==> src/rtl/core/dynamic_range_compressor_unit_macros.svh <==
// assertion macros for the dynamic range compressor
// used by drc_ctrl to check its own control sequencing
`ifndef DYNAMIC_RANGE_COMPRESSOR_UNIT_MACROS_SVH
`define DYNAMIC_RANGE_COMPRESSOR_UNIT_MACROS_SVH
`ifndef SYNTH
// same-cycle implication
`define DRC_ASSERT_IMP(lbl, clk_s, rst_s, ante, cons, msg) \
    lbl: assert property (@(posedge clk_s) disable iff (!rst_s) (ante) |-> (cons)) \
        else $error(msg);
// next-cycle implication
`define DRC_ASSERT_NXT(lbl, clk_s, rst_s, ante, cons, msg) \
    lbl: assert property (@(posedge clk_s) disable iff (!rst_s) (ante) |=> (cons)) \
        else $error(msg);
`else
`define DRC_ASSERT_IMP(lbl, clk_s, rst_s, ante, cons, msg)
`define DRC_ASSERT_NXT(lbl, clk_s, rst_s, ante, cons, msg)
`endif
`endif

==> src/rtl/core/drc_pkg.sv <==
// shared types, constants and elaboration-time table functions
// for the dynamic range compressor; no dependencies
`timescale 1ns / 1ps

package drc_pkg;

    // default parameter values
    localparam int SAMPLE_BITS_DEF    = 24;
    localparam int COEF_BITS_DEF      = 16;
    localparam int LOG_TABLE_BITS_DEF = 6;

    // register and datapath widths
    localparam int THR_W      = 15;
    localparam int IRATIO_W   = 17;
    localparam int COEFR_W    = 16;
    localparam int MAKEUP_W   = 13;
    localparam int SMOOTH_W   = 16;
    localparam int LEVEL_W    = 17;
    localparam int TAB_W      = 17;
    localparam int CFG_DATA_W = 17;
    localparam int CFG_IDX_W  = 3;

    // register reset values
    localparam logic [IRATIO_W-1:0] IRATIO_RST  = 17'd65536;
    localparam logic [COEFR_W-1:0]  RELEASE_RST = 16'd65399;

    // register map
    typedef enum logic [CFG_IDX_W-1:0] {
        CFG_THRESHOLD = 3'd0,
        CFG_INV_RATIO = 3'd1,
        CFG_ATTACK    = 3'd2,
        CFG_RELEASE   = 3'd3,
        CFG_MAKEUP    = 3'd4
    } cfg_idx_t;

    typedef struct packed {
        logic [THR_W-1:0]    threshold_db;
        logic [IRATIO_W-1:0] inverse_ratio;
        logic [COEFR_W-1:0]  attack_coef;
        logic [COEFR_W-1:0]  release_coef;
        logic [MAKEUP_W-1:0] makeup_db;
    } cfg_t;

    // controller states
    typedef enum logic [3:0] {
        ST_IDLE,
        ST_NORM,
        ST_TAB,
        ST_INTERP,
        ST_DB,
        ST_RED,
        ST_SMA,
        ST_SMB,
        ST_GAIN,
        ST_EXP,
        ST_PROD,
        ST_OUT
    } ctrl_state_t;

    // datapath operations
    typedef enum logic [3:0] {
        OP_NONE,
        OP_LOAD,
        OP_NORM,
        OP_TAB,
        OP_INTERP,
        OP_DB,
        OP_RED,
        OP_SMA,
        OP_SMB,
        OP_GAIN,
        OP_EXP,
        OP_PROD,
        OP_OUT
    } dp_op_t;

    typedef struct packed {
        dp_op_t op;
    } dp_cmd_t;

    typedef struct packed {
        logic exp_last;
    } dp_status_t;

    // fractional log2 of a Q1.30 mantissa in [1,2], result in Q.16
    function automatic logic [TAB_W-1:0] log2_frac(input logic [63:0] m_in);
        logic [63:0]      m;
        logic [TAB_W-1:0] r;
        m = m_in;
        r = '0;
        if (m >= (64'd1 << 31))
        begin
            return 17'h10000;
        end
        for (int k = 0; k < 16; k++)
        begin
            m = (m * m) >> 30;
            r = r << 1;
            if (m >= (64'd1 << 31))
            begin
                r[0] = 1'b1;
                m    = m >> 1;
            end
        end
        return r;
    endfunction

    // log2(1 + i/2^ltb) in Q.16
    function automatic logic [TAB_W-1:0] log_tab_entry(input int i, input int ltb);
        logic [63:0] m;
        m = ((64'd1 << ltb) + 64'(i)) << (30 - ltb);
        return log2_frac(m);
    endfunction

    // bitwise integer square root
    function automatic logic [63:0] isqrt64(input logic [63:0] a_in);
        logic [63:0] a;
        logic [63:0] res;
        logic [63:0] bitv;
        a    = a_in;
        res  = '0;
        bitv = 64'd1 << 62;
        for (int i = 0; i < 32; i++)
        begin
            if (bitv > a)
            begin
                bitv = bitv >> 2;
            end
        end
        for (int i = 0; i < 32; i++)
        begin
            if (bitv != 64'd0)
            begin
                if (a >= res + bitv)
                begin
                    a   = a - (res + bitv);
                    res = (res >> 1) + bitv;
                end
                else
                begin
                    res = res >> 1;
                end
                bitv = bitv >> 2;
            end
        end
        return res;
    endfunction

    // 2^(2^-k) in Q1.30 by k repeated square roots of two
    function automatic logic [31:0] exp_root(input int k);
        logic [63:0] c;
        c = 64'd1 << 31;
        for (int j = 0; j < k; j++)
        begin
            c = isqrt64(c << 30);
        end
        return 32'(c);
    endfunction

endpackage

==> src/rtl/core/drc_cfg.sv <==
// configuration register bank, written through a plain write port
// depends on drc_pkg
`timescale 1ns / 1ps

module drc_cfg (
    input  logic                             clk,
    input  logic                             rst_n,
    input  logic                             cfg_we,
    input  logic [drc_pkg::CFG_IDX_W-1:0]    cfg_index,
    input  logic [drc_pkg::CFG_DATA_W-1:0]   cfg_wdata,
    output drc_pkg::cfg_t                    cfg
);

    drc_pkg::cfg_t cfg_reg;

    // register writes
    always_ff @(posedge clk or negedge rst_n)
    begin
        if (!rst_n)
        begin
            cfg_reg.threshold_db  <= '0;
            cfg_reg.inverse_ratio <= drc_pkg::IRATIO_RST;
            cfg_reg.attack_coef   <= '0;
            cfg_reg.release_coef  <= drc_pkg::RELEASE_RST;
            cfg_reg.makeup_db     <= '0;
        end
        else if (cfg_we)
        begin
            unique case (drc_pkg::cfg_idx_t'(cfg_index))
                drc_pkg::CFG_THRESHOLD:
                    cfg_reg.threshold_db <= cfg_wdata[drc_pkg::THR_W-1:0];
                drc_pkg::CFG_INV_RATIO:
                    cfg_reg.inverse_ratio <= cfg_wdata[drc_pkg::IRATIO_W-1:0];
                drc_pkg::CFG_ATTACK:
                    cfg_reg.attack_coef <= cfg_wdata[drc_pkg::COEFR_W-1:0];
                drc_pkg::CFG_RELEASE:
                    cfg_reg.release_coef <= cfg_wdata[drc_pkg::COEFR_W-1:0];
                drc_pkg::CFG_MAKEUP:
                    cfg_reg.makeup_db <= cfg_wdata[drc_pkg::MAKEUP_W-1:0];
                default:
                    cfg_reg <= cfg_reg;
            endcase
        end
    end

    assign cfg = cfg_reg;

endmodule

==> config.mk <==
export PLATFORM = sky130hd
export DESIGN_NAME = drc_cfg
export DESIGN_NICKNAME = d
export VERILOG_FILES = /design/src/rtl/core/dynamic_range_compressor_unit_macros.svh /design/src/rtl/core/drc_pkg.sv /design/src/rtl/core/drc_cfg.sv
export SDC_FILE = /design/constraint.sdc
export NUM_CORES = 1
export LEC_CHECK = 0
export BUFFER_PORTS_ARGS = -buffer_cell sky130_fd_sc_hd__buf_2
export CAP_MARGIN = 5
export CORE_MARGIN = 1.5
export CORE_UTILIZATION = 50
export CTS_CLUSTER_DIAMETER = 30
export DETAILED_ROUTE_END_ITERATION = 10
export PLACE_DENSITY = 0.79
export SLEW_MARGIN = 40
export SYNTH_ARGS = -nofsm -noshare
export SYNTH_HDL_FRONTEND = slang
export SYNTH_SLANG_ARGS = --single-unit
==> constraint.sdc <==
create_clock -name clk -period 0.95 [get_ports clk]
set_input_delay 0.19 -clock clk [delete_from_list [all_inputs] [get_ports clk]]
set_output_delay 0.19 -clock clk [all_outputs]
set_load 0.01 [all_outputs]
# Word-level counts from Yosys, hierarchy flattened
# Cells that the tools add are included.
# Widths: inputs -> output; s select.
# word_totals
ff_bits	77
latch_bits	0
mem_bits_rw	0
romBits	0
inputBits	23
out_inout_bits	77
wordCells	15
memories	0
# classes
add_sub_neg	0
multipliers	0
div_mod_pow	0
order_cmp	0
n_eq_ne	4
n_shift	0
mux	0
n_bitwise	0
reduce_logical	6
# ops
operator	count
$reduce_and 2->1	5
$eq 3x2->1 const B	2
$eq 3x1->1 const B	1
$eq 3x3->1 const B	1
$logic_not 3->1	1

# Depth between registers and ports, before layout
# depth
depth_word	2
mapped_depth	4
mapped_depth_nobuf	2

# Worst setup path after synthesis
# OpenSTA, ideal clock, no wires.
# synth_timing
kind	input-to-reg
start	input cfg_index[0] (netlist bit)
end	register cfg_reg, in the netlist cfg[62]
setup_ps	125
arrival_time_ps	1116
required_ps	825
slack_ps	-291
path_stages	3
path_buffers	1
cell_sequence	nor4b_4 buf_6 mux2_2
# synth_between
elab_chain_len	2
# synth_lines
element	line_no	source
start, declared	drc_cfg.sv:9	input logic [drc_pkg::CFG_IDX_W-1:0] cfg_index,
$logic_not 3->1	drc_cfg.sv:29	unique case (drc_pkg::cfg_idx_t'(cfg_index))
$reduce_and 2->1 (no source line)	-	
end signal, assigned	drc_cfg.sv:41	cfg_reg <= cfg_reg;
end, declared	drc_cfg.sv:14	drc_pkg::cfg_t cfg_reg;
# Every way passes these cells.
# A chain may end at the register's enable or synchronous reset.

# Worst setup path after layout
# layout_timing
start	register cfg_reg, in the netlist cfg[26]
end	output cfg[26] (netlist bit)
# layout_lines
element	line_no	source
end, declared	drc_cfg.sv:11	output drc_pkg::cfg_t cfg
# No word-level cell between the ends.

==> flow_summary.yaml <==
final_layout:
  layout.nets: 362
  area_delta_synth_final_pct: 61.3
  fillers: 283
  area.sequential_sq_mm: 0.00195
  antenna_cells: 0
  final_common_cell: "buf_2"
  design_area_sq_mm: 0.00482
  drive_above_1_share_pct: 81.4
  largest_reg_flops: 77
  final_cell_mix: "buf_2 (66), dfrtp_1 (62), mux2_4 (56)"
  multi_input_area_sq_mm: 0.00118
die:
  die_y_um: 80.3
  dieArea_sq_mm: 0.00645
  dieWidth_um: 80.3
  coreArea_sq_mm: 0.00564
  ios: 100
  rows: 27
  initial_core_util_pct: 53.0
grt:
  antenna_found_initial: 0
  grt_overflow_total: 0
  grt_pass1_vias: 2177
  grt_pass1_wl_um: 11700
  grtUsageTotal_pct: 25.0
  grt_max_degree: 40
synth:
  seq_area_frac_synth_pct: 65.1
  ys_types: 12
  syn_nets: 189
  avgSynthCellArea_sq_um: 18.0
  synth_area_sq_mm: 0.00299
  ys_warn_count: 0
  netlist_instances: 166
  ys_seq_elements: 77
sta:
  setup_slack_ns: -0.246
  rsz0062_at_grt: "yes"
  period_needed_ns: 1.20
  skew_ns: 0
  fmax_ghz: 0.836
  whs_ns: 0.0809
  finalHoldViolCount: 0
  maxSlewViolCount: 0
  worst_pin_slew_ns: 0.292
  max_slew_margin_pct: 80.4
  fin_crit_sh_pct: 126
  setup_viol: 99
pwr:
  clkPwrFrac_pct: 22.9
  ir_drop_mv: 1.46
  power.net_switching_mw: 3.02
  comb_power_share_pct: 33.9
  pwr-share-seq_pct: 43.1
  leakage_nw: 2.39
  p_per_area_mw_per_mm2: 2210
  swShare_pct: 28.3
  internal_power_mw: 7.65
outcome:
  violations: "negative setup slack"
  status: "finished, violations left"
setup_path:
  crit_slowest_cell: "dfstp_2"
  criticalPathCategory: "reg2out"
  crit_buf_inv: 1
  worstReg2RegEnd: "cfg[32]$_DFFE_PN0P_"
  path_cells: "buf_6"
  slowest_delay_ns: 0.55
  path_depth: 1
  path_delay_family: "flip-flops"
  critPathArrivalTime_ns: 1.01
  ff2ff_path_depth: 3
  cp-start-kind: "register"
  worstPathMaxFanout: 2
  end_kind: "output pin"
  r2r_start: "cfg[32]$_DFFE_PN0P_"
  crit_required_ns: 0.76
  rrSetupSlack_ns: -0.05
cts:
  clock_latency_ns: 0.34
  cts_tree: "yes"
  clock_sinks: 77
  numCtsBuffers: 9
  h-tree-depth: 3
  root_buffer: "clkbuf_8"
  cts_max_path_buffers: 2
  path_clk_slew_ns: 0.09
placement:
  place.gp.congestion: 0.769
  port_buffers: 99
  dp_hpwl_um: 4430
  post_dp_cell_area_sq_mm: 0.00383
routing:
  vias: 2137
  via_per_inst: 5.14
  drt_iter0_drc: 48
  drc_errors: 0
  post_drt_wl_per_cell_um: 20.1
  ant_nets: 0
  drtPass1Iterations: 4
  wl_um: 8360
worst_hold_path:
  holdCritStartpoint: "cfg_wdata[16]"
  hold_end: "cfg[61]$_DFFE_PN1P_"
  whs_path_depth: 2
  hold_class: "in2reg"
run:
  drv_cap: 0
==> worst max-delay path by stage <==
stage	startpoint	end	slack, ns
3_5_place_dp	cfg_index[2]	cfg[46]$_DFFE_PN0P_	-0.43
4_1_cts	cfg[26]$_DFFE_PN1P_	cfg[26]	-0.25
6_report	cfg[26]$_DFFE_PN1P_	cfg[26]	-0.25
3_3_place_gp	cfg_index[2]	cfg[58]$_DFFE_PN0P_	-0.39
2_1_floorplan	cfg_index[0]	cfg[62]$_DFFE_PN0P_	-0.29
5_1_grt	cfg[26]$_DFFE_PN1P_	cfg[26]	-0.28
==> power groups by stage <==
stage                     clock (mW)  combinational (mW)  sequential, mW
after floorplan                    0               0.948            4.87
after global placement             0                2.33            4.52
after detailed placement           0                2.39            4.53
after CTS                       2.44                3.14            4.51
after global routing            2.61                3.87            4.67
final                           2.45                3.62            4.61
==> kinds of logic after synthesis <==
family                 share of synthesized area, %
buffers and inverters                          2.18
DFF                                            65.1
muxes                                          30.3
and+or+nand+nor                                2.47
==> layout make-up <==
cell class	instances	share of cell area [%]
clock buffers	10	2.65
clock inverters	6	1.32
multi-input cells	82	24.5
flip-flops and latches	77	40.4
well taps	72	1.87
repair buffers	169	29.3
==> synth_stat cells (all sizes together) <==
master,count,area (sq um)
nor4b,1,23.8
mux2,77,905
nand4b,1,15.0
nor4bb,1,10.0
dfrtp,62,1550
and4bb,2,25.0
buf,7,65.1
dfstp,15,394
==> stage by stage <==
step	power [mW]	utilization [%]	cells	setup WS (ns)	setup TNS [ns]
finish	10.7	85.5	416	-0.246	-11.84
global route	11.1	85.5	416	-0.277	-15.08
CTS	10.1	80.5	400	-0.250	-11.03
detailed placement	6.93	67.9	343	-0.429	-29.01
global placement	6.84	67.9	343	-0.387	-26.68
floorplan	5.82	-	166	-0.291	-12.00
==> timing repair <==
action | 4_1_cts | 5_1_grt
endpoints found under the setup margin | 118 | 120
gates resized for setup | 44 | 34
hold endpoints to repair | 62 | 0
setup buffers | 38 | 27
hold buffers | 1 | 0
gates cloned | 2 | 1
pin swaps | 2 | 3
==> routing by layer <==
metal	wire length, um	vias up	global-route usage (%)
met1	3470	1097	34.1
met5	0	-	0
met3	539	13	5.68
met4	131	0	9.83
li1	-	933	-
met2	4220	94	38.8
No activity file was read; power rests on OpenSTA's default activity.
