**config.mk**
```make
export PLATFORM = sky130hd
export DESIGN_NAME = drc_ctrl
export DESIGN_NICKNAME = d
export VERILOG_FILES = /design/src/rtl/core/drc_pkg.sv /design/src/rtl/core/drc_ctrl.sv
export VERILOG_INCLUDE_DIRS = /design/src /design/src/rtl/core
export SDC_FILE = /design/constraint.sdc
export NUM_CORES = 1
export LEC_CHECK = 0
export ABC_AREA = 1
export BUFFER_PORTS_ARGS = -buffer_cell sky130_fd_sc_hd__buf_2
export CAP_MARGIN = 10
export CORE_AREA = 4 4 41 43
export DETAILED_ROUTE_END_ITERATION = 6
export DIE_AREA = 0 0 45 47
export REMOVE_ABC_BUFFERS = 1
export SETUP_SLACK_MARGIN = 0.3
export SLEW_MARGIN = 20
export SYNTH_ARGS = -nofsm -noshare
export SYNTH_HDL_FRONTEND = slang
export SYNTH_SLANG_ARGS = --single-unit
```
**constraint.sdc**
```tcl
create_clock -name clk -period 1.4 [get_ports clk]
set_input_delay 0.14 -clock clk [delete_from_list [all_inputs] [get_ports clk]]
set_output_delay 0.14 -clock clk [all_outputs]
set_load 0.05 [all_outputs]
```
**src/rtl/core/dynamic_range_compressor_unit_macros.svh**
```systemverilog
// assertion macros for the dynamic range compressor
// used by drc_ctrl to check its own control sequencing
`ifndef DYNAMIC_RANGE_COMPRESSOR_UNIT_MACROS_SVH
`define DYNAMIC_RANGE_COMPRESSOR_UNIT_MACROS_SVH
`ifndef SYNTH
// same-cycle implication
`define DRC_ASSERT_IMP(lbl, clk_s, rst_s, ante, cons, msg) \
    lbl: assert property (@(posedge clk_s) disable iff (!rst_s) (ante) |-> (cons)) \
        else $error(msg);
// next-cycle implication
`define DRC_ASSERT_NXT(lbl, clk_s, rst_s, ante, cons, msg) \
    lbl: assert property (@(posedge clk_s) disable iff (!rst_s) (ante) |=> (cons)) \
        else $error(msg);
`else
`define DRC_ASSERT_IMP(lbl, clk_s, rst_s, ante, cons, msg)
`define DRC_ASSERT_NXT(lbl, clk_s, rst_s, ante, cons, msg)
`endif
`endif

```
**src/rtl/core/drc_pkg.sv**
```systemverilog
// shared types, constants and elaboration-time table functions
// for the dynamic range compressor; no dependencies
`timescale 1ns / 1ps

package drc_pkg;

    // default parameter values
    localparam int SAMPLE_BITS_DEF    = 24;
    localparam int COEF_BITS_DEF      = 16;
    localparam int LOG_TABLE_BITS_DEF = 6;

    // register and datapath widths
    localparam int THR_W      = 15;
    localparam int IRATIO_W   = 17;
    localparam int COEFR_W    = 16;
    localparam int MAKEUP_W   = 13;
    localparam int SMOOTH_W   = 16;
    localparam int LEVEL_W    = 17;
    localparam int TAB_W      = 17;
    localparam int CFG_DATA_W = 17;
    localparam int CFG_IDX_W  = 3;

    // register reset values
    localparam logic [IRATIO_W-1:0] IRATIO_RST  = 17'd65536;
    localparam logic [COEFR_W-1:0]  RELEASE_RST = 16'd65399;

    // register map
    typedef enum logic [CFG_IDX_W-1:0] {
        CFG_THRESHOLD = 3'd0,
        CFG_INV_RATIO = 3'd1,
        CFG_ATTACK    = 3'd2,
        CFG_RELEASE   = 3'd3,
        CFG_MAKEUP    = 3'd4
    } cfg_idx_t;

    typedef struct packed {
        logic [THR_W-1:0]    threshold_db;
        logic [IRATIO_W-1:0] inverse_ratio;
        logic [COEFR_W-1:0]  attack_coef;
        logic [COEFR_W-1:0]  release_coef;
        logic [MAKEUP_W-1:0] makeup_db;
    } cfg_t;

    // controller states
    typedef enum logic [3:0] {
        ST_IDLE,
        ST_NORM,
        ST_TAB,
        ST_INTERP,
        ST_DB,
        ST_RED,
        ST_SMA,
        ST_SMB,
        ST_GAIN,
        ST_EXP,
        ST_PROD,
        ST_OUT
    } ctrl_state_t;

    // datapath operations
    typedef enum logic [3:0] {
        OP_NONE,
        OP_LOAD,
        OP_NORM,
        OP_TAB,
        OP_INTERP,
        OP_DB,
        OP_RED,
        OP_SMA,
        OP_SMB,
        OP_GAIN,
        OP_EXP,
        OP_PROD,
        OP_OUT
    } dp_op_t;

    typedef struct packed {
        dp_op_t op;
    } dp_cmd_t;

    typedef struct packed {
        logic exp_last;
    } dp_status_t;

    // fractional log2 of a Q1.30 mantissa in [1,2], result in Q.16
    function automatic logic [TAB_W-1:0] log2_frac(input logic [63:0] m_in);
        logic [63:0]      m;
        logic [TAB_W-1:0] r;
        m = m_in;
        r = '0;
        if (m >= (64'd1 << 31))
        begin
            return 17'h10000;
        end
        for (int k = 0; k < 16; k++)
        begin
            m = (m * m) >> 30;
            r = r << 1;
            if (m >= (64'd1 << 31))
            begin
                r[0] = 1'b1;
                m    = m >> 1;
            end
        end
        return r;
    endfunction

    // log2(1 + i/2^ltb) in Q.16
    function automatic logic [TAB_W-1:0] log_tab_entry(input int i, input int ltb);
        logic [63:0] m;
        m = ((64'd1 << ltb) + 64'(i)) << (30 - ltb);
        return log2_frac(m);
    endfunction

    // bitwise integer square root
    function automatic logic [63:0] isqrt64(input logic [63:0] a_in);
        logic [63:0] a;
        logic [63:0] res;
        logic [63:0] bitv;
        a    = a_in;
        res  = '0;
        bitv = 64'd1 << 62;
        for (int i = 0; i < 32; i++)
        begin
            if (bitv > a)
            begin
                bitv = bitv >> 2;
            end
        end
        for (int i = 0; i < 32; i++)
        begin
            if (bitv != 64'd0)
            begin
                if (a >= res + bitv)
                begin
                    a   = a - (res + bitv);
                    res = (res >> 1) + bitv;
                end
                else
                begin
                    res = res >> 1;
                end
                bitv = bitv >> 2;
            end
        end
        return res;
    endfunction

    // 2^(2^-k) in Q1.30 by k repeated square roots of two
    function automatic logic [31:0] exp_root(input int k);
        logic [63:0] c;
        c = 64'd1 << 31;
        for (int j = 0; j < k; j++)
        begin
            c = isqrt64(c << 30);
        end
        return 32'(c);
    endfunction

endpackage

```
**src/rtl/core/drc_ctrl.sv**
```systemverilog
// sequencing state machine and output valid flag for the compressor
// depends on drc_pkg and the assertion macro header
`timescale 1ns / 1ps
`include "dynamic_range_compressor_unit_macros.svh"

module drc_ctrl (
    input  logic                clk,
    input  logic                rst_n,
    input  logic                in_valid,
    output logic                in_ready,
    output logic                out_valid,
    input  logic                out_ready,
    output drc_pkg::dp_cmd_t    cmd,
    input  drc_pkg::dp_status_t status
);

    drc_pkg::ctrl_state_t state_reg;
    drc_pkg::ctrl_state_t state_next;
    logic                 out_valid_reg;
    logic                 out_valid_next;

    // state register
    always_ff @(posedge clk or negedge rst_n)
    begin
        if (!rst_n)
        begin
            state_reg     <= drc_pkg::ST_IDLE;
            out_valid_reg <= 1'b0;
        end
        else
        begin
            state_reg     <= state_next;
            out_valid_reg <= out_valid_next;
        end
    end

    // next state and datapath commands
    always_comb
    begin
        state_next     = state_reg;
        cmd.op         = drc_pkg::OP_NONE;
        in_ready       = 1'b0;
        out_valid_next = out_valid_reg & ~out_ready;
        unique case (state_reg)
            drc_pkg::ST_IDLE:
            begin
                in_ready = 1'b1;
                if (in_valid)
                begin
                    cmd.op     = drc_pkg::OP_LOAD;
                    state_next = drc_pkg::ST_NORM;
                end
            end
            drc_pkg::ST_NORM:
            begin
                cmd.op     = drc_pkg::OP_NORM;
                state_next = drc_pkg::ST_TAB;
            end
            drc_pkg::ST_TAB:
            begin
                cmd.op     = drc_pkg::OP_TAB;
                state_next = drc_pkg::ST_INTERP;
            end
            drc_pkg::ST_INTERP:
            begin
                cmd.op     = drc_pkg::OP_INTERP;
                state_next = drc_pkg::ST_DB;
            end
            drc_pkg::ST_DB:
            begin
                cmd.op     = drc_pkg::OP_DB;
                state_next = drc_pkg::ST_RED;
            end
            drc_pkg::ST_RED:
            begin
                cmd.op     = drc_pkg::OP_RED;
                state_next = drc_pkg::ST_SMA;
            end
            drc_pkg::ST_SMA:
            begin
                cmd.op     = drc_pkg::OP_SMA;
                state_next = drc_pkg::ST_SMB;
            end
            drc_pkg::ST_SMB:
            begin
                cmd.op     = drc_pkg::OP_SMB;
                state_next = drc_pkg::ST_GAIN;
            end
            drc_pkg::ST_GAIN:
            begin
                cmd.op     = drc_pkg::OP_GAIN;
                state_next = drc_pkg::ST_EXP;
            end
            drc_pkg::ST_EXP:
            begin
                cmd.op = drc_pkg::OP_EXP;
                if (status.exp_last)
                begin
                    state_next = drc_pkg::ST_PROD;
                end
            end
            drc_pkg::ST_PROD:
            begin
                cmd.op     = drc_pkg::OP_PROD;
                state_next = drc_pkg::ST_OUT;
            end
            drc_pkg::ST_OUT:
            begin
                // wait until the output register is free
                if (!out_valid_reg || out_ready)
                begin
                    cmd.op         = drc_pkg::OP_OUT;
                    out_valid_next = 1'b1;
                    state_next     = drc_pkg::ST_IDLE;
                end
            end
            default:
            begin
                state_next = drc_pkg::ST_IDLE;
            end
        endcase
    end

    assign out_valid = out_valid_reg;

    // sequencing checks
    `DRC_ASSERT_NXT(a_accept_starts, clk, rst_n, (state_reg == drc_pkg::ST_IDLE) && in_valid, state_reg == drc_pkg::ST_NORM, "accepted beat did not start processing")
    `DRC_ASSERT_NXT(a_exp_loops, clk, rst_n, (state_reg == drc_pkg::ST_EXP) && !status.exp_last, state_reg == drc_pkg::ST_EXP, "exponent loop left early")
    `DRC_ASSERT_NXT(a_out_loaded, clk, rst_n, (state_reg == drc_pkg::ST_OUT) && (!out_valid_reg || out_ready), out_valid_reg && (state_reg == drc_pkg::ST_IDLE), "result beat not presented")

endmodule

```
=== Yosys cells after proc, flatten, opt, wreduce, memory -nomap -nowiden ===
Index checks and enable logic that the tools add are counted.

* Mux-type cells: 10
* Reduce and logical (&&, ||, !) cells: 4
* Bitwise gates (word level): 2
* Eq/ne operators: 14

{| class="wikitable"
|+ Operators by type and width
! kind !! count
|-
| $pmux W4 S12 || 2
|-
| $eq A4 B3 Y1 const B || 4
|-
| $eq A4 B4 Y1 const B || 4
|-
| $mux W4 || 4
|-
| $eq A4 B2 Y1 const B || 2
|-
| $ne A2 B2 Y1 const B || 3
|-
| $eq A4 B1 Y1 const B || 1
|-
| $logic_not A4 Y1 || 1
|-
| $mux W1 || 4
|-
| $reduce_and A3 Y1 || 1
|-
| $and A1 B1 Y1 || 1
|-
| $logic_not A1 Y1 || 1
|-
| $logic_or A1 B1 Y1 || 1
|-
| $not A1 Y1 || 1
|}

* Bits in registers: 5

=== Longest topological paths before layout ===
Gate-level depths: netlist of run 1.

* Depth in word-level cells: 4
* Depth in mapped cells: 5
* Mapped depth without buffers: 5

=== Worst setup path after synthesis of run 1 ===
Ideal clock, no wire load.

* Path type: register to output
* From: register out_valid_reg, in the netlist out_valid
* To: output cmd[2] in the netlist's numbering
* Stages on the path, launching flop included: 4
* Arrival: 1.521 ns
* Path slack: -0.261 ns
* Cells stage by stage: dfrtp_1 -> inv_1 -> nor2_4 -> o21bai_1

{| class="wikitable"
|+ RTL lines
! item !! line !! RTL
|-
| from (decl) || drc_ctrl.sv:19 || <nowiki>logic out_valid_reg;</nowiki>
|-
| from (signal assigned) || drc_ctrl.sv:33 || <nowiki>out_valid_reg <= out_valid_next;</nowiki>
|-
| to (decl) || drc_ctrl.sv:13 || <nowiki>output drc_pkg::dp_cmd_t cmd,</nowiki>
|}

==> results.json, run 1 <==
{
  "outcome": "complete, but fails checks",
  "violations": "setup timing",
  "worstReg2RegStart": "state_reg[1]",
  "post-dp-hpwl_um": 572,
  "drc_errors": 0,
  "slew_headroom": 0.818,
  "n_antenna_cell": 0,
  "num_io_pins": 11,
  "slowest_delay_ps": 420,
  "antenna_left": 0,
  "initial_core_util": 0.250,
  "path_clk_slew_ps": 40,
  "syn2layout_area_growth_pct": 75.8,
  "initialDrtViolationCount": 4,
  "htree_levels": 1,
  "root_buffer": "clkbuf_4",
  "nets": 70,
  "yosysSeqAreaShare": 0.385,
  "grt_pass1_vias": 308,
  "required_ps": 1260,
  "hold_violations": 0,
  "syn_area_per_cell_um2": 7.39,
  "finalMaxSlewViolations": 0,
  "r2r_slack_ps": 120,
  "clk_latency_ps": 230,
  "period_share": 1.04,
  "via_count": 334,
  "yosysWarningCount": 0,
  "worst-path-stages": 5,
  "layout-drive-gt1-share": 0.625,
  "core_um2": 1300,
  "synth_area_um2": 325,
  "setup_viol": 2,
  "drt-vias-per-instance": 4.23,
  "reg2reg_to": "state_reg[0]",
  "tightestPinTransition_ps": 272,
  "cp.arrival_ps": 1320,
  "grt_use_total": 0.0802,
  "die_w_um": 45,
  "worstPathMaxFanout": 6,
  "synth_seq_cells": 5,
  "maxCapViolCount": 0,
  "critPathCapture": "cmd[2]",
  "antenna_found_initial": 0,
  "fmax_mhz": 685,
  "cp-start-kind": "flop",
  "cpLargestDelayFamily": "flip-flops",
  "synth_cells": 44,
  "synth_area_leaders": "dfrtp_1 38%, nand2_1 16%, inv_1 6.9%",
  "cts.sinks": 5,
  "hp-class": "in2reg",
  "tritoncts": "yes",
  "cp_slowest_cell": "dfrtp_1",
  "ys_types": 16,
  "grt-ovfl-total": 0,
  "fp.dieH_um": 47,
  "numPortBuffers": 10,
  "timing.hold.ws_ps": 205,
  "crit_start": "state_reg[1]",
  "worst-setup-path-type": "reg2out",
  "crit_path_end_kind": "primary output",
  "netlist.top_cell.by_area": "dfrtp_1",
  "die_area_um2": 2120,
  "reg2regPathDepth": 7,
  "wl_um": 798,
  "wire_per_inst_um": 10.1,
  "clock_path_buffers": 2,
  "grt_pass1_wl_um": 1130,
  "place_congestion": 0.794,
  "largest_reg_flops": 4,
  "crit_chain": "nand2_2 > clkinv_4 > o21ai_4 > o21bai_4 > buf_6",
  "rsz0062_at_grt": "yes",
  "cts_inserted_buffers": 3,
  "first_pass_iters": 4,
  "skew_ps": 1.08,
  "path_buf_inv": 2,
  "num_rows": 13,
  "grt_max_degree": 7,
  "yosysTopAreaCellShare": 0.385,
  "finalCriticalPeriod_ps": 1460,
  "layout_setup_ws_ps": -59.8
}
[cells in the final DEF, fill, tap and decap left out, types with 3 or more instances in the layout]
master,synthesis,routed
dfrtp_1,5,3
clkbuf_4,0,3
nor2_4,2,3
nand2_2,0,6
buf_6,0,5
buf_4,0,4
nand2_1,14,7
buf_2,0,5
inv_1,6,5
[area by class of cell]
cell class | count | area [um2]
clock buffers | 4 | 26.3
fillers | 145 | 729
inverters | 8 | 35.0
multi-input cells | 31 | 228
flip-flops and latches | 5 | 128
well taps | 15 | 18.8
repair buffers | 16 | 136
[worst min-delay path by stage]
stage / startpoint / end / slack [ps] / cells past startpoint
2_1_floorplan: rst_n / out_valid / -160 / 0
4_1_cts: out_ready / state_reg[1] / 190 / 4
5_1_grt: out_ready / state_reg[1] / 230 / 4
3_5_place_dp: rst_n / out_valid / -50 / 1
3_3_place_gp: rst_n / out_valid / -50 / 1
6_report: out_ready / state_reg[1] / 210 / 4
[cell usage after synthesis]
master     n
o21ai_1    3
nor3_1     1
and2_4     1
a21oi_1    1
inv_1      6
o21bai_1   1
nand2_1   14
clkinv_2   1
nand3_1    1
o21ai_2    1
inv_2      1
nand3_4    1
nor2_4     2
nor2_1     4
dfrtp_1    5
nand4_1    1
[metal layers]
layer	GRT usage	up-vias	share of wire
met2	0.130	2	0.59
met4	0.105	0	0
met3	0.00383	0	0.0088
li1	-	176	-
met1	0.0831	156	0.40
met5	0	-	0
[metrics by stage]
step	util	setup TNS, ps	cell area, um2	std cells	setup slack, ps
final	0.439	-63.9	572	79	-59.8
after global routing	0.439	-189	572	79	-114
after CTS	0.392	-59.3	510	78	-59.3
after detailed placement	0.309	0	402	70	88.2
after global placement	0.309	0	402	70	113
after floorplan	-	-470	325	44	-261
[cell families (layout without fill, tap and decap cells)]
kind of cell	count (synthesis)	count (layout)	synth area share
AO/OA/AOI/OAI	6	6	0.112
buffers and inverters	8	28	0.0961
flip-flops	5	5	0.385
AND/OR/NAND/NOR	25	25	0.408
[worst min-delay path: stages]
cell and delay (ps):
buf_2 100, nor2_4 60, nand3_4 60, nand2_1 40
[repair_timing]
item | 4_1_cts | 5_1_grt
setup buffers | 3 | 1
cloned | 0 | 0
resized for setup | 17 | 14
setup endpoints to repair | 5 | 8
hold buffers | 1 | 0
pin swaps | 2 | 6
endpoints found under the hold margin | 5 | 0
Power of run 1 is not shown: default switching activity piles up to over one toggle a cycle in this logic, so the estimate is an artifact.
==> run 2, diff against run 1 <==
--- a/config.mk
+++ b/config.mk
@@ -18,3 +18,4 @@
 export SYNTH_ARGS = -nofsm -noshare
 export SYNTH_HDL_FRONTEND = slang
 export SYNTH_SLANG_ARGS = --single-unit
+export TNS_END_PERCENT = 30
==> results.json, run 2 (synthesized netlist as in run 1, its figures left out) <==
{
  "period_share": 1.04,
  "nets": 70,
  "largest_reg_flops": 4,
  "slowest_delay_ps": 420,
  "setup_viol": 3,
  "required_ps": 1260,
  "n_antenna_cell": 0,
  "cp-start-kind": "flop",
  "hold_violations": 0,
  "finalNonFillerCells": 79,
  "crit_start": "state_reg[3]",
  "crit_chain": "inv_2 > nand2_2 > o21ai_4 > o21bai_4 > buf_6",
  "cts.sinks": 5,
  "post-dp-hpwl_um": 572,
  "layout_common_cells": "11 x nand2_1, 7 x buf_4, 6 x inv_1",
  "tritoncts": "yes",
  "core_um2": 1300,
  "wl_um": 803,
  "layout_setup_ws_ps": -51.0,
  "grt_max_degree": 7,
  "syn2layout_area_growth_pct": 65.0,
  "antenna_left": 0,
  "skew_ps": 0.0553,
  "drt-vias-per-instance": 4.09,
  "path_clk_slew_ps": 40,
  "maxCapViolCount": 0,
  "wl_met3_um": 7,
  "multi_input_area_um2": 209,
  "numPortBuffers": 10,
  "worstPathMaxFanout": 3,
  "die_area_um2": 2120,
  "register_area_um2": 126,
  "worstReg2RegStart": "state_reg[1]",
  "dpl_cell_area_um2": 402,
  "slew_headroom": 0.843,
  "clk_latency_ps": 240,
  "rsz0062_at_grt": "yes",
  "initialDrtViolationCount": 1,
  "hp-class": "in2reg",
  "fin_area_um2": 537,
  "grt_pass1_wl_um": 1130,
  "fp.dieH_um": 47,
  "cp.arrival_ps": 1310,
  "worst-setup-path-type": "reg2out",
  "num_io_pins": 11,
  "layout-drive-gt1-share": 0.516,
  "root_buffer": "clkbuf_4",
  "grt_use_total": 0.0802,
  "grt-ovfl-total": 0,
  "initial_core_util": 0.250,
  "drc_errors": 0,
  "hold_start": "out_ready",
  "final_common_cell": "nand2_1",
  "fin_util": 0.413,
  "die_w_um": 45,
  "violations": "setup timing",
  "top_layer_used": "met3",
  "outcome": "complete, but fails checks",
  "via_count": 323,
  "htree_levels": 1,
  "grt_pass1_vias": 309,
  "crit_path_end_kind": "primary output",
  "finalCriticalPeriod_ps": 1450,
  "placedCellCount": 70,
  "cts_inserted_buffers": 3,
  "fmax_mhz": 689,
  "finalMaxSlewViolations": 0,
  "num_rows": 13,
  "wire_per_inst_um": 10.2,
  "layout.filler_cells": 143,
  "wl_met1_um": 321,
  "first_pass_iters": 2,
  "pre_cts_ws_ps": 88.2,
  "antenna_found_initial": 0,
  "tightestPinTransition_ps": 235,
  "place_congestion": 0.794,
  "clock_path_buffers": 2,
  "cp_slowest_cell": "dfrtp_1",
  "routed-wl-met2_um": 475
}
==> run 2: final timing paths <==
| kind | endpoint | slack, ps | cells after the start |
|---|---|---|---|
| worst min-delay path | state_reg[1] | 200 | 4 |
| worst max register to register | state_reg[0] | 140 | 7 |
| min in group asynchronous | out_valid | 240 | 2 |
| worst min register to register | state_reg[1] | 650 | 4 |
| max in group asynchronous | state_reg[2] | 1020 | 2 |
| worst max-delay path | cmd[2] | -50 | 5 |
==> run 2: critical path: cells and delay by family, from the launching register on <==
kind	cells	cell delay, ps
AO/OA/AOI/OAI	2	300
flip-flops	1	420
AND/OR/NAND/NOR	1	80
buffers and inverters	2	270
==> run 2: routing by layer <==
metal,vias to the layer above,global-route usage
met2,2,0.130
met4,0,0.105
li1,175,-
met5,-,0
met1,146,0.0831
met3,0,0.00383
==> run 2: timing repair <==
action                                  in CTS  in global routing
hold endpoints to repair                     5                  0
hold buffers                                 1                  0
buffers inserted                             3                  1
endpoints found under the setup margin       5                  8
pin swaps                                    2                  5
gates cloned                                 0                  0
resized for setup                           12                  7
==> run 2: through the flow <==
stage	setup TNS [ps]	hold WS, ps
global route	-296	228
finish	-80.4	202
floorplan	-470	-156
global placement	0	-46.2
CTS	-60.2	189
detailed placement	0	-45.8
==> run 2: layout make-up <==
cell class,count,share of cell area
multi-input combinational,31,0.389
sequential,5,0.235
timing repair buffer,16,0.226
inverter,8,0.0653
clock buffer,4,0.0490
tap,15,0.0350
Power of run 2 is left out for the same reason.
==> run 3, diff against run 2 <==
--- a/config.mk
+++ b/config.mk
@@ -12,6 +12,7 @@
 export CORE_AREA = 4 4 41 43
 export DETAILED_ROUTE_END_ITERATION = 6
 export DIE_AREA = 0 0 45 47
+export PLACE_DENSITY_LB_ADDON = 0.05
 export REMOVE_ABC_BUFFERS = 1
 export SETUP_SLACK_MARGIN = 0.3
 export SLEW_MARGIN = 20
==> constraint.sdc (replaced) <==
create_clock -name clk -period 1.5 [get_ports clk]
set_input_delay 0.15 -clock clk [delete_from_list [all_inputs] [get_ports clk]]
set_output_delay 0.15 -clock clk [all_outputs]
set_load 0.05 [all_outputs]
==> results.json, run 3 (synthesized netlist as in run 1, its figures left out) <==
{
  "initialDrtViolationCount": 2,
  "period_share": 0.960,
  "grt_pass1_wl_um": 1300,
  "largest_reg_flops": 4,
  "fin_util": 0.381,
  "clk_latency_ps": 240,
  "num_rows": 13,
  "num_io_pins": 11,
  "finalMaxSlewViolations": 0,
  "via_count": 335,
  "tightestPinTransition_ps": 249,
  "htree_levels": 1,
  "maxCapViolCount": 0,
  "root_buffer": "clkbuf_4",
  "grt-ovfl-total": 0,
  "die_w_um": 45,
  "path_clk_slew_ps": 50,
  "worst-setup-path-type": "reg2out",
  "initial_core_util": 0.250,
  "wire_per_inst_um": 9.46,
  "clock_path_buffers": 2,
  "finalCriticalPeriod_ps": 1440,
  "numPortBuffers": 10,
  "antenna_left": 0,
  "hold_violations": 0,
  "worstPathMaxFanout": 6,
  "syn2layout_area_growth_pct": 52.3,
  "hp-class": "in2reg",
  "setup_viol": 0,
  "crit_path_end_kind": "primary output",
  "fp.dieH_um": 47,
  "outcome": "finished, final reports clean",
  "grt_pass1_vias": 332,
  "drc_errors": 0,
  "placedCellCount": 70,
  "layout-drive-gt1-share": 0.476,
  "slew_headroom": 0.835,
  "wl_um": 738,
  "antenna_found_initial": 0,
  "n_antenna_cell": 0,
  "drt-vias-per-instance": 4.29,
  "rsz0062_at_grt": "yes",
  "post-dp-hpwl_um": 605,
  "skew_ps": 2.68,
  "place_congestion": 0.707,
  "grt_use_total": 0.0856,
  "final_common_cell": "nand2_1",
  "fin_tns_setup_ps": 0,
  "tritoncts": "yes",
  "finalNonFillerCells": 78,
  "cp-start-kind": "flop",
  "cts_inserted_buffers": 3,
  "layout_common_cells": "11 x nand2_1, 7 x buf_4, 6 x inv_1",
  "core_um2": 1300,
  "required_ps": 1350,
  "cp.arrival_ps": 1290,
  "cts.sinks": 5,
  "first_pass_iters": 4,
  "grt_max_degree": 7,
  "die_area_um2": 2120,
  "nets": 69,
  "fmax_mhz": 694
}
==> run 3: timing repair <==
action                                  in CTS  in global routing
pin swaps                                    2                  2
setup buffers                                3                  0
hold buffers                                 1                  0
gates resized for setup                      6                  9
endpoints found under the setup margin       5                  6
hold endpoints to repair                     5                  0
cloned                                       0                  0
==> run 3: layout make-up <==
class / count / area [um2]
fillers: 144 / 806
inverters: 8 / 35.0
clock buffers: 4 / 26.3
well taps: 15 / 18.8
flip-flops and latches: 5 / 126
multi-input cells: 31 / 183
repair buffers: 15 / 106
==> run 3: per-stage QoR <==
| step | worst slack (ps) | instance area, um2 | hold slack (ps) |
|---|---|---|---|
| after floorplan | -171 | 325 | -146 |
| after global placement | 221 | 402 | -27.1 |
| after detailed placement | 205 | 402 | -23.7 |
| after CTS | 54.2 | 478 | 201 |
| after global routing | -38.4 | 495 | 235 |
| final | 59.7 | 495 | 207 |
==> run 3: routing by layer <==
layer / routed length (um) / up-vias / part of all wire / track usage
li1: - / 174 / - / -
met1: 288 / 155 / 0.39 / 0.101
met2: 417 / 6 / 0.57 / 0.138
met3: 31 / 0 / 0.042 / 0.0230
met4: 0 / 0 / 0 / 0.0526
met5: 0 / - / 0 / 0
==> run 3: worst paths after layout <==
kind	start	end	slack, ps	cells after the start
min in group asynchronous	rst_n	state_reg[3]	250	2
worst min register to register	state_reg[3]	state_reg[2]	610	3
max in group asynchronous	rst_n	state_reg[2]	1100	2
worst min-delay path	out_ready	state_reg[1]	210	4
worst max register to register	state_reg[3]	state_reg[0]	380	6
worst max-delay path	state_reg[0]	cmd[2]	60	5
==> run 3: critical path: stages (launching register included) <==
cell,delay (ps)
dfrtp_1,400
nand2_2,110
clkinv_4,80
o21ai_2,130
o21bai_1,120
buf_4,210
Power of run 3 is left out for the same reason.
